--- src/rtl/assert_macros.svh ---
// Assertion macros shared by the smoother RTL.
`ifndef ASSERT_MACROS_SVH
`define ASSERT_MACROS_SVH

`ifndef SYNTHESIS

// Same-cycle implication, checked at each rising clock edge outside reset.
`define ASSERT_IMPLY(name, clk, rst, ante, cons) \
   name: assert property (@(posedge clk) disable iff (rst) (ante) |-> (cons)) \
      else $error("assertion failed: implication");

// Next-cycle implication, checked at each rising clock edge outside reset.
`define ASSERT_NEXT(name, clk, rst, ante, cons) \
   name: assert property (@(posedge clk) disable iff (rst) (ante) |=> (cons)) \
      else $error("assertion failed: next-cycle implication");

`else

`define ASSERT_IMPLY(name, clk, rst, ante, cons)
`define ASSERT_NEXT(name, clk, rst, ante, cons)

`endif

`endif

--- src/rtl/tls_pkg.sv ---
// Package of shared constants and types for the three-tap line smoother.
`timescale 1ns / 1ps

package tls_pkg;

   localparam int PIXEL_BITS_DEF       = 16;
   localparam int WEIGHT_FRAC_BITS_DEF = 16;
   localparam int QUEUE_DEPTH_DEF      = 4;

   // Weight registers are fixed 16-bit unsigned fractions.
   localparam int WEIGHT_BITS = 16;
   localparam logic [WEIGHT_BITS-1:0] SIDE_WEIGHT_RESET   = 16'd784;
   localparam logic [WEIGHT_BITS-1:0] CENTER_WEIGHT_RESET = 16'd41832;

   localparam int CSR_ADDR_BITS = 2;
   localparam logic [CSR_ADDR_BITS-1:0] REG_SIDE_WEIGHT   = 2'd0;
   localparam logic [CSR_ADDR_BITS-1:0] REG_CENTER_WEIGHT = 2'd1;

   // Which of the two results a queued window produces.
   // emit_inner: result for the pending pixel (left, center, right).
   // emit_edge : result for the line's last pixel (center, right, right).
   typedef struct packed {
      logic emit_inner;
      logic emit_edge;
   } job_flags_type;

   localparam int JOB_FLAG_BITS = $bits(job_flags_type);

endpackage

--- src/rtl/tls_front.sv ---
// Front end: tracks the line window and queues a job for each accepted pixel that completes a window or ends a line.
`timescale 1ns / 1ps

module tls_front #(
   parameter int PIXEL_BITS = tls_pkg::PIXEL_BITS_DEF
) (
   input  logic                  clock,
   input  logic                  reset,
   input  logic                  in_valid,
   output logic                  in_ready,
   input  logic [PIXEL_BITS-1:0] in_pixel,
   input  logic                  in_last,
   input  logic                  queue_full,
   output logic                  push,
   output logic [PIXEL_BITS-1:0] job_left,
   output logic [PIXEL_BITS-1:0] job_center,
   output logic [PIXEL_BITS-1:0] job_right,
   output tls_pkg::job_flags_type job_flags
);
   import tls_pkg::*;

   logic [PIXEL_BITS-1:0] older_ff, older_in;
   logic [PIXEL_BITS-1:0] pend_ff, pend_in;
   logic                  pend_valid_ff, pend_valid_in;
   logic                  pend_first_ff, pend_first_in;
   logic                  accept;

   assign in_ready = !queue_full;
   assign accept   = in_valid && in_ready;
   assign push     = accept && (pend_valid_ff || in_last);

   always_comb begin
      older_in      = older_ff;
      pend_in       = pend_ff;
      pend_valid_in = pend_valid_ff;
      pend_first_in = pend_first_ff;
      job_left      = in_pixel;
      job_center    = in_pixel;
      job_right     = in_pixel;
      job_flags     = '{emit_inner: 1'b0, emit_edge: 1'b1};
      if (pend_valid_ff) begin
         job_left   = pend_first_ff ? pend_ff : older_ff;
         job_center = pend_ff;
         job_flags  = '{emit_inner: 1'b1, emit_edge: in_last};
      end
      if (accept) begin
         if (in_last) begin
            // close the line, drop the window
            older_in      = '0;
            pend_in       = '0;
            pend_valid_in = 1'b0;
            pend_first_in = 1'b0;
         end else if (!pend_valid_ff) begin
            older_in      = in_pixel;
            pend_in       = in_pixel;
            pend_valid_in = 1'b1;
            pend_first_in = 1'b1;
         end else begin
            older_in      = pend_ff;
            pend_in       = in_pixel;
            pend_first_in = 1'b0;
         end
      end
   end

   always_ff @(posedge clock) begin
      if (reset) begin
         older_ff      <= '0;
         pend_ff       <= '0;
         pend_valid_ff <= 1'b0;
         pend_first_ff <= 1'b0;
      end else begin
         older_ff      <= older_in;
         pend_ff       <= pend_in;
         pend_valid_ff <= pend_valid_in;
         pend_first_ff <= pend_first_in;
      end
   end

endmodule

--- src/rtl/tls_queue.sv ---
// Short job queue between the front end and the arithmetic back end.
`timescale 1ns / 1ps

module tls_queue #(
   parameter int WIDTH = 8,
   parameter int DEPTH = tls_pkg::QUEUE_DEPTH_DEF
) (
   input  logic             clock,
   input  logic             reset,
   input  logic             wr_en,
   input  logic [WIDTH-1:0] wr_data,
   input  logic             rd_en,
   output logic [WIDTH-1:0] rd_data,
   output logic             full,
   output logic             empty
);
   import tls_pkg::*;

   localparam int PTR_BITS = (DEPTH > 1) ? $clog2(DEPTH) : 1;
   localparam int CNT_BITS = $clog2(DEPTH + 1);
   localparam logic [PTR_BITS-1:0] LAST_PTR = PTR_BITS'(DEPTH - 1);
   localparam logic [CNT_BITS-1:0] FULL_CNT = CNT_BITS'(DEPTH);

   logic [WIDTH-1:0]    data_ff [DEPTH];
   logic [PTR_BITS-1:0] wr_ptr_ff, wr_ptr_in;
   logic [PTR_BITS-1:0] rd_ptr_ff, rd_ptr_in;
   logic [CNT_BITS-1:0] count_ff, count_in;

   assign full    = (count_ff == FULL_CNT);
   assign empty   = (count_ff == '0);
   assign rd_data = data_ff[rd_ptr_ff];

   always_comb begin
      wr_ptr_in = wr_ptr_ff;
      rd_ptr_in = rd_ptr_ff;
      count_in  = count_ff;
      if (wr_en) begin
         wr_ptr_in = (wr_ptr_ff == LAST_PTR) ? '0 : wr_ptr_ff + 1'b1;
      end
      if (rd_en) begin
         rd_ptr_in = (rd_ptr_ff == LAST_PTR) ? '0 : rd_ptr_ff + 1'b1;
      end
      if (wr_en && !rd_en) begin
         count_in = count_ff + 1'b1;
      end else if (rd_en && !wr_en) begin
         count_in = count_ff - 1'b1;
      end
   end

   always_ff @(posedge clock) begin
      if (wr_en) begin
         data_ff[wr_ptr_ff] <= wr_data;
      end
   end

   always_ff @(posedge clock) begin
      if (reset) begin
         wr_ptr_ff <= '0;
         rd_ptr_ff <= '0;
         count_ff  <= '0;
      end else begin
         wr_ptr_ff <= wr_ptr_in;
         rd_ptr_ff <= rd_ptr_in;
         count_ff  <= count_in;
      end
   end

`include "assert_macros.svh"

   `ASSERT_IMPLY(a_no_write_when_full, clock, reset, wr_en, !full)
   `ASSERT_IMPLY(a_no_read_when_empty, clock, reset, rd_en, !empty)
   `ASSERT_NEXT(a_write_fills, clock, reset, wr_en && !rd_en && !reset, !empty)

endmodule

--- src/rtl/tls_back.sv ---
// Back end: issues queued jobs and runs the weighted sum, rounding and clamp.
`timescale 1ns / 1ps

module tls_back #(
   parameter int PIXEL_BITS       = tls_pkg::PIXEL_BITS_DEF,
   parameter int WEIGHT_FRAC_BITS = tls_pkg::WEIGHT_FRAC_BITS_DEF
) (
   input  logic                                clock,
   input  logic                                reset,
   input  logic                                csr_wen,
   input  logic [tls_pkg::CSR_ADDR_BITS-1:0]   csr_addr,
   input  logic [tls_pkg::WEIGHT_BITS-1:0]     csr_wdata,
   input  logic                                queue_empty,
   input  logic [PIXEL_BITS-1:0]               head_left,
   input  logic [PIXEL_BITS-1:0]               head_center,
   input  logic [PIXEL_BITS-1:0]               head_right,
   input  tls_pkg::job_flags_type              head_flags,
   output logic                                pop,
   output logic                                out_valid,
   input  logic                                out_ready,
   output logic [PIXEL_BITS-1:0]               out_pixel,
   output logic                                out_last
);
   import tls_pkg::*;

   localparam int SUM_BITS  = PIXEL_BITS + 1;
   localparam int SIDE_BITS = SUM_BITS + WEIGHT_BITS;
   localparam int CTR_BITS  = PIXEL_BITS + WEIGHT_BITS;
   localparam int ACC_BITS  = PIXEL_BITS + WEIGHT_BITS + 2;
   localparam logic [ACC_BITS-1:0] ROUND_HALF = ACC_BITS'(1) << (WEIGHT_FRAC_BITS - 1);

   logic [WEIGHT_BITS-1:0] side_w_ff, side_w_in;
   logic [WEIGHT_BITS-1:0] center_w_ff, center_w_in;

   logic                  phase_ff, phase_in;
   logic                  pipe_en;
   logic                  issue;
   logic                  job_inner;
   logic [PIXEL_BITS-1:0] op_left, op_center;

   logic                  s1_valid_ff, s1_valid_in;
   logic [SUM_BITS-1:0]   s1_sum_ff, s1_sum_in;
   logic [PIXEL_BITS-1:0] s1_ctr_ff, s1_ctr_in;
   logic                  s1_last_ff, s1_last_in;

   logic                  s2_valid_ff, s2_valid_in;
   logic [SIDE_BITS-1:0]  s2_side_ff, s2_side_in;
   logic [CTR_BITS-1:0]   s2_ctr_ff, s2_ctr_in;
   logic                  s2_last_ff, s2_last_in;

   logic                  out_valid_ff, out_valid_in;
   logic [PIXEL_BITS-1:0] out_pixel_ff, out_pixel_in;
   logic                  out_last_ff, out_last_in;

   logic [ACC_BITS-1:0]   acc;
   logic [ACC_BITS-1:0]   scaled;

   // Weight registers
   always_comb begin
      side_w_in   = side_w_ff;
      center_w_in = center_w_ff;
      if (csr_wen) begin
         case (csr_addr)
            REG_SIDE_WEIGHT:   side_w_in   = csr_wdata;
            REG_CENTER_WEIGHT: center_w_in = csr_wdata;
            default: ;
         endcase
      end
   end

   // Whole pipe advances unless the output beat is stalled.
   assign pipe_en   = !out_valid_ff || out_ready;
   assign issue     = pipe_en && !queue_empty;
   assign job_inner = head_flags.emit_inner && !phase_ff;
   assign pop       = issue && !(job_inner && head_flags.emit_edge);

   // Edge result takes (center, right, right) of the queued window.
   assign op_left   = job_inner ? head_left : head_center;
   assign op_center = job_inner ? head_center : head_right;

   always_comb begin
      phase_in = phase_ff;
      if (issue) begin
         phase_in = job_inner && head_flags.emit_edge;
      end
   end

   assign s1_valid_in = issue;
   assign s1_sum_in   = {1'b0, op_left} + {1'b0, head_right};
   assign s1_ctr_in   = op_center;
   assign s1_last_in  = !job_inner;

   assign s2_valid_in = s1_valid_ff;
   assign s2_side_in  = s1_sum_ff * side_w_ff;
   assign s2_ctr_in   = s1_ctr_ff * center_w_ff;
   assign s2_last_in  = s1_last_ff;

   assign acc    = ACC_BITS'(s2_side_ff) + ACC_BITS'(s2_ctr_ff) + ROUND_HALF;
   assign scaled = acc >> WEIGHT_FRAC_BITS;

   assign out_valid_in = s2_valid_ff;
   assign out_pixel_in = (|scaled[ACC_BITS-1:PIXEL_BITS]) ? '1 : scaled[PIXEL_BITS-1:0];
   assign out_last_in  = s2_last_ff;

   always_ff @(posedge clock) begin
      if (reset) begin
         side_w_ff    <= SIDE_WEIGHT_RESET;
         center_w_ff  <= CENTER_WEIGHT_RESET;
         phase_ff     <= 1'b0;
         s1_valid_ff  <= 1'b0;
         s2_valid_ff  <= 1'b0;
         out_valid_ff <= 1'b0;
      end else begin
         side_w_ff   <= side_w_in;
         center_w_ff <= center_w_in;
         phase_ff    <= phase_in;
         if (pipe_en) begin
            s1_valid_ff  <= s1_valid_in;
            s2_valid_ff  <= s2_valid_in;
            out_valid_ff <= out_valid_in;
         end
      end
   end

   always_ff @(posedge clock) begin
      if (pipe_en) begin
         s1_sum_ff    <= s1_sum_in;
         s1_ctr_ff    <= s1_ctr_in;
         s1_last_ff   <= s1_last_in;
         s2_side_ff   <= s2_side_in;
         s2_ctr_ff    <= s2_ctr_in;
         s2_last_ff   <= s2_last_in;
         out_pixel_ff <= out_pixel_in;
         out_last_ff  <= out_last_in;
      end
   end

   assign out_valid = out_valid_ff;
   assign out_pixel = out_pixel_ff;
   assign out_last  = out_last_ff;

`include "assert_macros.svh"

   `ASSERT_IMPLY(a_pop_only_on_issue, clock, reset, pop, issue)
   `ASSERT_IMPLY(a_phase_needs_head, clock, reset, phase_ff, !queue_empty)
   `ASSERT_IMPLY(a_phase_means_edge, clock, reset, phase_ff, head_flags.emit_edge)

endmodule

--- src/rtl/three_tap_line_smoother_core.sv ---
// Top level of the three-tap line smoother: front end, job queue, back end.
//
//   channel  | direction | beat                        | handshake
//   ---------+-----------+-----------------------------+------------------
//   req_     | in        | tdata pixel, tlast line end | tvalid & tready
//   rsp_     | out       | tdata pixel, tlast line done| tvalid & tready
//   csr_     | in        | index, weight value         | csr_wen
//
// One pixel is accepted per clock while the job queue has room; a stalled output beat
// holds the back-end pipe and the queue keeps taking pixels until it is full.
// A line-ending pixel yields two results (one for a single-pixel line), issued in
// consecutive cycles unless the output stalls; every other pixel yields at most one.
// rsp_tvalid rises once a job, written into the queue at the accepting edge, has passed
// the registered operand, multiplier and sum/round/clamp stages in turn.
// Reset clears the line window, the queue and the pipe, and loads default weights.
`timescale 1ns / 1ps

module three_tap_line_smoother_core #(
   parameter int PIXEL_BITS       = tls_pkg::PIXEL_BITS_DEF,
   parameter int WEIGHT_FRAC_BITS = tls_pkg::WEIGHT_FRAC_BITS_DEF,
   parameter int QUEUE_DEPTH      = tls_pkg::QUEUE_DEPTH_DEF,
   parameter int DATA_BITS        = ((PIXEL_BITS + 7) / 8) * 8
) (
   input  logic                              clock,
   input  logic                              reset,
   input  logic                              req_tvalid,
   output logic                              req_tready,
   input  logic [DATA_BITS-1:0]              req_tdata,  // pixel
   input  logic                              req_tlast,  // line_end
   output logic                              rsp_tvalid,
   input  logic                              rsp_tready,
   output logic [DATA_BITS-1:0]              rsp_tdata,  // smoothed_pixel
   output logic                              rsp_tlast,  // line_done
   input  logic                              csr_wen,
   input  logic [tls_pkg::CSR_ADDR_BITS-1:0] csr_addr,
   input  logic [tls_pkg::WEIGHT_BITS-1:0]   csr_wdata
);
   import tls_pkg::*;

   localparam int JOB_BITS = 3 * PIXEL_BITS + JOB_FLAG_BITS;

   logic                  push;
   logic                  pop;
   logic                  q_full;
   logic                  q_empty;
   logic [PIXEL_BITS-1:0] job_left, job_center, job_right;
   job_flags_type         job_flags;
   logic [JOB_BITS-1:0]   q_wr_data, q_rd_data;
   logic [PIXEL_BITS-1:0] head_left, head_center, head_right;
   job_flags_type         head_flags;
   logic [PIXEL_BITS-1:0] out_pixel;

   tls_front #(
      .PIXEL_BITS(PIXEL_BITS)
   ) u_front (
      .clock      (clock),
      .reset      (reset),
      .in_valid   (req_tvalid),
      .in_ready   (req_tready),
      .in_pixel   (req_tdata[PIXEL_BITS-1:0]),
      .in_last    (req_tlast),
      .queue_full (q_full),
      .push       (push),
      .job_left   (job_left),
      .job_center (job_center),
      .job_right  (job_right),
      .job_flags  (job_flags)
   );

   assign q_wr_data = {job_flags, job_right, job_center, job_left};

   tls_queue #(
      .WIDTH(JOB_BITS),
      .DEPTH(QUEUE_DEPTH)
   ) u_queue (
      .clock   (clock),
      .reset   (reset),
      .wr_en   (push),
      .wr_data (q_wr_data),
      .rd_en   (pop),
      .rd_data (q_rd_data),
      .full    (q_full),
      .empty   (q_empty)
   );

   assign head_left   = q_rd_data[PIXEL_BITS-1:0];
   assign head_center = q_rd_data[2*PIXEL_BITS-1:PIXEL_BITS];
   assign head_right  = q_rd_data[3*PIXEL_BITS-1:2*PIXEL_BITS];
   assign head_flags  = job_flags_type'(q_rd_data[JOB_BITS-1:3*PIXEL_BITS]);

   tls_back #(
      .PIXEL_BITS       (PIXEL_BITS),
      .WEIGHT_FRAC_BITS (WEIGHT_FRAC_BITS)
   ) u_back (
      .clock       (clock),
      .reset       (reset),
      .csr_wen     (csr_wen),
      .csr_addr    (csr_addr),
      .csr_wdata   (csr_wdata),
      .queue_empty (q_empty),
      .head_left   (head_left),
      .head_center (head_center),
      .head_right  (head_right),
      .head_flags  (head_flags),
      .pop         (pop),
      .out_valid   (rsp_tvalid),
      .out_ready   (rsp_tready),
      .out_pixel   (out_pixel),
      .out_last    (rsp_tlast)
   );

   assign rsp_tdata = DATA_BITS'(out_pixel);

endmodule
--- config.mk ---
export PLATFORM = sky130hd
export DESIGN_NAME = three_tap_line_smoother_core
export DESIGN_NICKNAME = d
export VERILOG_FILES = /design/src/rtl/tls_pkg.sv /design/src/rtl/tls_front.sv /design/src/rtl/tls_queue.sv /design/src/rtl/tls_back.sv /design/src/rtl/three_tap_line_smoother_core.sv
export VERILOG_INCLUDE_DIRS = /design/src /design/src/rtl
export SDC_FILE = /design/constraint.sdc
export NUM_CORES = 2
export LEC_CHECK = 0
export ABC_AREA = 1
export BUFFER_PORTS_ARGS = -buffer_cell sky130_fd_sc_hd__buf_4
export CAP_MARGIN = 30
export CORE_UTILIZATION = 45
export DETAILED_ROUTE_END_ITERATION = 16
export PLACE_DENSITY = 0.7
export SETUP_SLACK_MARGIN = 0.1
export SYNTH_ARGS = -nofsm -noshare
export SYNTH_HDL_FRONTEND = slang
export SYNTH_HIERARCHICAL = 1
export SYNTH_SLANG_ARGS = --single-unit
--- constraint.sdc ---
create_clock -name clock -period 7.3 [get_ports clock]
set_input_delay 1.46 -clock clock [delete_from_list [all_inputs] [get_ports clock]]
set_output_delay 1.46 -clock clock [all_outputs]
set_load 0.1 [all_outputs]
==> results_dict.tcl <==
set metrics [dict create \
    grt_pass1_vias 27300 \
    num-nets-final 4893 \
    drt-pass1-iter-count 6 \
    clockBufferDepth 3 \
    status "finished, final reports clean" \
    boundaryPins 59 \
    drive_gt1_frac 0.0408 \
    relSlewSlack 0.331 \
    root_buffer "clkbuf_16" \
    setup_viol 0 \
    fmax_mhz 168 \
    start_util 0.457 \
    post_cts_buffers 0 \
    port_buffers 58 \
    hold_violations 0 \
    viasPerCell 5.16 \
    antenna_found_initial 4 \
    multi_input_area_sq_um 20800 \
    clkTransAtPathRegs_ns 0.08 \
    cts-hold-fix-buffers 0 \
    globalplace.congestion 0.920 \
    postSynthNetCount 4975 \
    cts.sinks 396 \
    die_area_sq_um 81700 \
    drv_cap 0 \
    core-area_sq_um 79400 \
    use_met2 0.376 \
    synth.area.top_cells "edfxtp_1 26%, fa_1 22%, nand2_1 11%, ha_1 10%, inv_1 9.0%" \
    hpwl_um 67500 \
    dieHeight_um 286 \
    grt_max_degree 101 \
    grt_pass1_wl_um 146000 \
    worstHoldPathType "reg2reg" \
    ys_ff_latch 396 \
    num_rows 103 \
    timing.setup.tns_ns 0 \
    cts_made_buffers 43 \
    seq_area_sq_um 11100 \
    synth_edf_count 317 \
    cts_tree "yes" \
    ys_top_cells_by_count "1,065 x nand2_1, 871 x inv_1, 404 x fa_1" \
    path_max_fanout 18 \
    drc 0 \
    grt-busiest-layer "met2" \
    yosysSeqAreaShare 0.306 \
    synth_most_common_cell "nand2_1" \
    synth_top_area_frac 0.263 \
    nFillCells 7572 \
    synthFlopType "edfxtp_1" \
    synth_top_cell_by_area "edfxtp_1" \
    synthToLayoutAreaGrowth_pct 6.50 \
    grt-ovfl-total 0 \
    clock_latency_ns 0.59 \
    crit_required_ns 7.65 \
    use_met1 0.302 \
    worstMarginPinSlew_ns 1.00 \
    async_reset_ff_frac 0 \
    antenna_cells 0 \
    syn_area_sq_um 36300 \
    grt_util_met3 0.0369 \
    syn_avg_cell_area_sq_um 8.56 \
    grt.total_usage 0.224 \
    period_share 0.815 \
    startpoint_type "register" \
    rsz0062_at_grt "no" \
    cts_resized 0 \
    end_kind "register" \
    ant_nets 0 \
    cts_max_level 2 \
    vias 27000 \
    syn_inst 4238 \
    die_x_um 286 \
    yosysUniqueCellTypes 44 \
    drt_iter0_drc 2099 \
    wl_per_cell_um 17.1 \
    crit_type "reg2reg" \
    crit_arrival_ns 6.30 \
    fin_skew_ns 0.0225 \
    yosysWarnings 6 \
    wl_um 89800 \
    fin_crit_ns 5.95 \
    maxSlewViolCount 0 \
]
## state kept, by name (all words and copies together) (netlist names), 3 cells and up, named ones only
register and cells:
u_queue/data_ff 200, u_back/s2_ctr_ff 32, u_back/s1_ctr_ff 16, u_back/side_w_ff 16, u_back/center_w_ff 16, u_queue/count_ff 3
u_front/pend_ff 16, u_back/s2_side_ff 33, u_back/s1_sum_ff 17, u_back/out_pixel 16, u_front/older_ff 16
## through the flow
step / area [sq um] / util / instances / setup slack, ns / hold slack, ns
floorplan: 36300 / - / 4238 / 1.87 / 0.400
global placement: 37200 / 0.468 / 5160 / 1.35 / 0.413
detailed placement: 37200 / 0.468 / 5160 / 1.37 / 0.411
CTS: 38600 / 0.486 / 5239 / 1.37 / 0.427
global route: 38600 / 0.486 / 5240 / 1.08 / 0.449
finish: 38600 / 0.486 / 5240 / 1.35 / 0.424
## cells in the final DEF, fill, tap and decap left out, types with 9 or more instances in the layout
cell	Yosys	final
nand2_1	1065	1065
inv_1	871	866
fa_1	404	404
edfxtp_1	317	317
nor2_1	298	297
ha_1	293	293
o21ai_0	183	183
a21oi_1	154	154
buf_4	25	81
nand3_1	78	78
dfxtp_1	79	78
o21ai_1	71	71
xor2_1	53	53
o22ai_1	50	50
clkbuf_16	0	43
nor3_1	27	27
xnor2_1	17	17
clkbuf_1	148	11
nand4_1	11	11
a21o_1	11	11
o21bai_1	9	9
## critical path: stages (launching register included)
cell,delay (ns)
dfxtp_1,0.88
nand2_1,0.17
fa_1,0.57
inv_1,0.05
fa_1,0.48
fa_1,0.59
fa_1,0.47
fa_1,0.50
inv_1,0.05
fa_1,0.47
inv_1,0.04
ha_1,0.38
nand2_1,0.17
o21ai_0,0.33
a21oi_1,0.12
nor2_1,0.11
nor2_1,0.04
o21ai_1,0.11
nand2_1,0.07
inv_1,0.06
nor2_1,0.03
## final cells by class
class	count	area share
Sequential cell	396	0.288
Multi-Input combinational cell	2756	0.540
Clock inverter	20	0.00593
Inverter	877	0.0856
Clock buffer	59	0.0307
Tap cell	1050	0.0340
Timing Repair Buffer	82	0.0165
## layer usage
layer	up-vias	wire [um]	part of all wire
met5	-	50	0.00056
met3	138	6670	0.074
met1	13100	38300	0.43
met4	8	2090	0.023
met2	926	42700	0.48
li1	12900	-	-
## path summary, 6_finish.rpt
kind                                     from                         endpoint  slack (ns)  cells after the start
max          u_back/side_w_ff[7]$_SDFFE_PP0P_  u_back/s2_side_ff[26]$_DFFE_PN_        1.35                     20
min              u_back/out_last_in$_DFFE_PN_        u_back/out_last$_DFFE_PN_        0.42                      0
max reg2reg  u_back/side_w_ff[7]$_SDFFE_PP0P_  u_back/s2_side_ff[26]$_DFFE_PN_        1.35                     20
min reg2reg      u_back/out_last_in$_DFFE_PN_        u_back/out_last$_DFFE_PN_        0.42                      0
## cells by family (layout without fill, tap and decap cells)
group / after synthesis / after routing / share of synthesized area
AND/OR/NAND/NOR: 1493 / 1493 / 0.161
buffers and inverters: 1086 / 1038 / 0.119
adder cells (fa/ha/maj): 697 / 697 / 0.324
AO/OA/AOI/OAI: 496 / 496 / 0.0729
flip-flops: 396 / 396 / 0.306
XOR/XNOR: 70 / 70 / 0.0169
Power is not shown: default switching activity piles up to over one toggle a cycle in this logic, so the estimate is an artifact.
